<file path="src/sv/psehit_ram.sv">
module psehit_ram #(
   parameter int WIDTH = 64,
   parameter int DEPTH = 16
) (
   input  logic                     clock,
   input  logic                     wr_en,
   input  logic [$clog2(DEPTH)-1:0] wr_addr,
   input  logic [WIDTH-1:0]         wr_data,
   input  logic [$clog2(DEPTH)-1:0] rd_addr,
   output logic [WIDTH-1:0]         rd_data
);

   logic [WIDTH-1:0] mem_ff [DEPTH];
   logic [WIDTH-1:0] rd_data_ff;

   always_ff @(posedge clock) begin
      if (wr_en) begin
         mem_ff[wr_addr] <= wr_data;
      end
      rd_data_ff <= mem_ff[rd_addr];
   end

   assign rd_data = rd_data_ff;

endmodule

</file>
<file path="config.mk">
export PLATFORM = sky130hd
export DESIGN_NAME = psehit_ram
export DESIGN_NICKNAME = d
export VERILOG_FILES = /design/src/sv/psehit_ram.sv
export SDC_FILE = /design/constraint.sdc
export NUM_CORES = 1
export LEC_CHECK = 0
export BUFFER_PORTS_ARGS = -buffer_cell sky130_fd_sc_hd__clkbuf_2
export CAP_MARGIN = 20
export CORE_MARGIN = 2
export CORE_UTILIZATION = 61
export CTS_BUF_LIST = sky130_fd_sc_hd__clkbuf_16
export DETAILED_ROUTE_END_ITERATION = 10
export PLACE_DENSITY = 0.79
export REMOVE_ABC_BUFFERS = 1
export SLEW_MARGIN = 20
export SYNTH_ARGS = -nofsm -noshare
export SYNTH_HDL_FRONTEND = slang
export SYNTH_SLANG_ARGS = --single-unit
</file>
<file path="constraint.sdc">
create_clock -name clock -period 8.1 [get_ports clock]
set_input_delay 1.215 -clock clock [delete_from_list [all_inputs] [get_ports clock]]
set_output_delay 1.215 -clock clock [all_outputs]
set_load 0.01 [all_outputs]
</file>
==> flow_metrics.py <==
metrics = {
    "timing": {
        "final_max_slew_viol_count": 0,
        "final.setup.tns_ns": 0,
        "rsz0062_at_grt": "false",
        "fin_skew_ns": 0.02489,
        "maxSlewHeadroom_pct": 25.96,
        "worstMarginPinSlew_ns": 1.111,
        "min_period_over_period_pct": 37.33,
        "hold_viol_final": 0,
        "setup_viol_count_final": 0,
        "min_period_ns": 3.024,
        "fmax_mhz": 330.7,
    },
    "global_routing": {
        "grt-ovfl-total": 0,
        "grt_util_met1_pct": 36.07,
        "globalRouteMet3Util_pct": 5.536,
        "top_usage_layer": "met2",
        "grt.met2_usage_pct": 44.92,
        "grt_pass1_vias": 19416,
        "grt_max_degree": 162,
        "grt_use_total_pct": 26.83,
        "grt_pass1_wl_um": 128900,
        "antenna_found_initial": 8,
    },
    "clock_tree": {
        "clk_latency_ns": 0.68,
        "cts_buffers": 102,
        "htree_levels": 3,
        "cts_setup_buffers": 0,
        "cts.sinks": 1088,
        "cts_resized": 0,
        "cts_hold_buf": 0,
        "cts_root_buf": "clkbuf_16",
        "clkSlewWorstSetupHoldPaths_ns": 0.06,
        "clk_path_buf_depth": 3,
        "cts_tree": "built",
    },
    "setup_path": {
        "crit_type": "in2reg",
        "crit_path_max_incr_delay_ns": 0.90,
        "cp_cell_sequence": "clkbuf_2 > or3b_2 > nor2_4 > buf_4",
        "cp.depth": 4,
        "cp-start-kind": "input port",
        "path_max_fanout": 52,
        "path_buf_inv": 2,
        "crit_path_top_delay_cell": "buf_4",
        "path_delay_family": "buffers and inverters",
        "critPathCaptureType": "flop",
        "cp_data_arrival_time_ns": 3.30,
        "reg2regPathDepth": 3,
        "critPathRequiredTime_ns": 8.38,
    },
    "power_and_ir_drop": {
        "irDropWorstVdd_uv": 183.3,
        "p_leak_uw": 0.01447,
        "cellPowerDensity_nw_per_um2": 259.7,
    },
    "routing": {
        "drt_iter0_drc": 2340,
        "vias_per_cell": 6.623,
        "vias": 18457,
        "first_pass_iters": 5,
        "antenna_left": 0,
        "routed_wl_um": 87450,
        "wire_per_inst_um": 31.38,
        "drc_errors": 0,
    },
    "yosys": {
        "netlist_area_um2": 39580,
        "seq_area_frac_synth_pct": 80.92,
        "avgSynthCellArea_um2": 24.03,
        "ys_ff_latch": 1088,
        "synth_cell_type_count": 18,
        "yosysWarningCount": 0,
        "syn_inst": 1647,
    },
    "finish": {
        "drive_gt1_share_pct": 30.94,
        "final_cells": 2787,
        "nets": 1910,
        "syn2layout_area_growth_pct": 12.77,
    },
    "die": {
        "die_x_um": 258.7,
        "die_y_um": 258.7,
        "io_pins": 138,
        "coreArea_um2": 64350,
        "rows": 93,
        "initial_core_util_pct": 61.51,
        "die_area_um2": 66940,
    },
    "outcome": {
        "status": "completed",
    },
    "placed_design": {
        "dp_hpwl_um": 40100,
        "io_buffer_count": 137,
        "gp_congestion": 0.7388,
        "dp.cells": 2587,
    },
    "hold_path": {
        "worstHoldPathCells": 3,
        "worst_hold_path_type": "reg2reg",
    },
    "job": {
        "maxCapViolCount": 0,
    },
}
## flip-flops by register name, summed over array words and instances (netlist names)
| register | count |
|---|---|
| rd_data | 64 |
| mem_ff | 1024 |
## through the flow
stage	utilization, %	setup WS (ns)	hold slack (ns)	instance area (um2)	power (uW)
final	69.37	5.076	0.6702	44640	11590
after detailed placement	64.19	4.374	0.6572	41310	6997
after CTS	69.35	5.072	0.6699	44620	11640
after global routing	69.36	4.933	0.7007	44630	11880
after global placement	64.19	4.428	0.6505	41310	6971
after floorplan	-	1.456	0.6349	39130	6705
## cells in the mapped netlist
library cell  count  area (um2)
a22oi_1         128       960.9
and2_1            1       6.260
buf_1            16       60.06
buf_2            13       65.06
buf_4             6       45.04
buf_6            13       146.4
clkbuf_1         36       135.1
dfxtp_1          64        1281
edfxtp_1       1024       30750
mux4_2          256        5766
nand2_1          65       244.0
nand2b_1          2       12.51
nand3_1           1       5.000
nand3b_1          2       15.01
nor2_1           13       48.80
nor2b_1           2       12.51
nor3_1            4       20.02
or3b_2            1       8.760
## final timing paths
| kind | endpoint | start | slack (ns) |
|---|---|---|---|
| setup reg to reg | rd_data[13] | mem_ff[2][13] | 6.64 |
| hold / removal | rd_data[28] | mem_ff[14][28] | 0.67 |
| hold reg to reg | rd_data[28] | mem_ff[14][28] | 0.67 |
| setup / recovery | mem_ff[2][48] | wr_addr[2] | 5.08 |
## cell type report
cell class | count | area (um2)
clock inverters | 92 | 764.5
multi-input cells | 475 | 7234
diodes | 6 | 15.01
repair buffers | 169 | 970.9
clock buffers | 102 | 2552
fillers | 3656 | 19710
flip-flops and latches | 1088 | 32030
well taps | 855 | 1070
## worst reg2reg max path: cells and delay by family, from the launching register on
family           cells  cell delay [ns]
AND/OR/NAND/NOR      1             0.09
AO/OA/AOI/OAI        1             0.22
flip-flops           1             0.46
multiplexers         1             0.54
## power breakdown
| group | internal (uW) | total (uW) | switching, uW |
|---|---|---|---|
| registers | 6290 | 6350 | 51.6 |
| clock network | 2650 | 4700 | 2050 |
| logic | 215 | 542 | 327 |
## kinds of logic after synthesis
| group | after synthesis | share of synthesized area [%] |
|---|---|---|
| buffers and inverters | 84 | 1.141 |
| muxes | 256 | 14.57 |
| and+or+nand+nor | 91 | 0.9420 |
| AOI/OAI and AO/OA | 128 | 2.428 |
| DFF | 1088 | 80.92 |
## cell usage in the layout, fill, tap and decap left out, types with 2 or more instances in the layout
cell type | netlist | routed
clkbuf_2 | 0 | 135
buf_12 | 0 | 2
clkinv_1 | 0 | 20
edfxtp_1 | 1024 | 1024
nor2b_4 | 0 | 2
nand2b_1 | 2 | 2
mux4_2 | 256 | 256
buf_4 | 6 | 30
clkinv_2 | 0 | 24
nand3b_1 | 2 | 2
nor3_2 | 0 | 4
dfxtp_1 | 64 | 64
buf_8 | 0 | 2
diode_2 | 0 | 6
clkinvlp_4 | 0 | 5
inv_6 | 0 | 3
nor2_4 | 0 | 13
clkbuf_16 | 0 | 102
nand2_1 | 65 | 65
clkinv_8 | 0 | 4
bufinv_16 | 0 | 11
a22oi_1 | 128 | 128
inv_1 | 0 | 24
## per-layer routing
layer / part of all wire (%) / vias up / wire length, um
li1: - / 7443 / -
met1: 36 / 9713 / 31370
met2: 52 / 1105 / 45240
met3: 9.8 / 186 / 8606
met4: 2.5 / 10 / 2175
met5: 0.066 / - / 58
No activity file was read; power rests on OpenSTA's default activity.
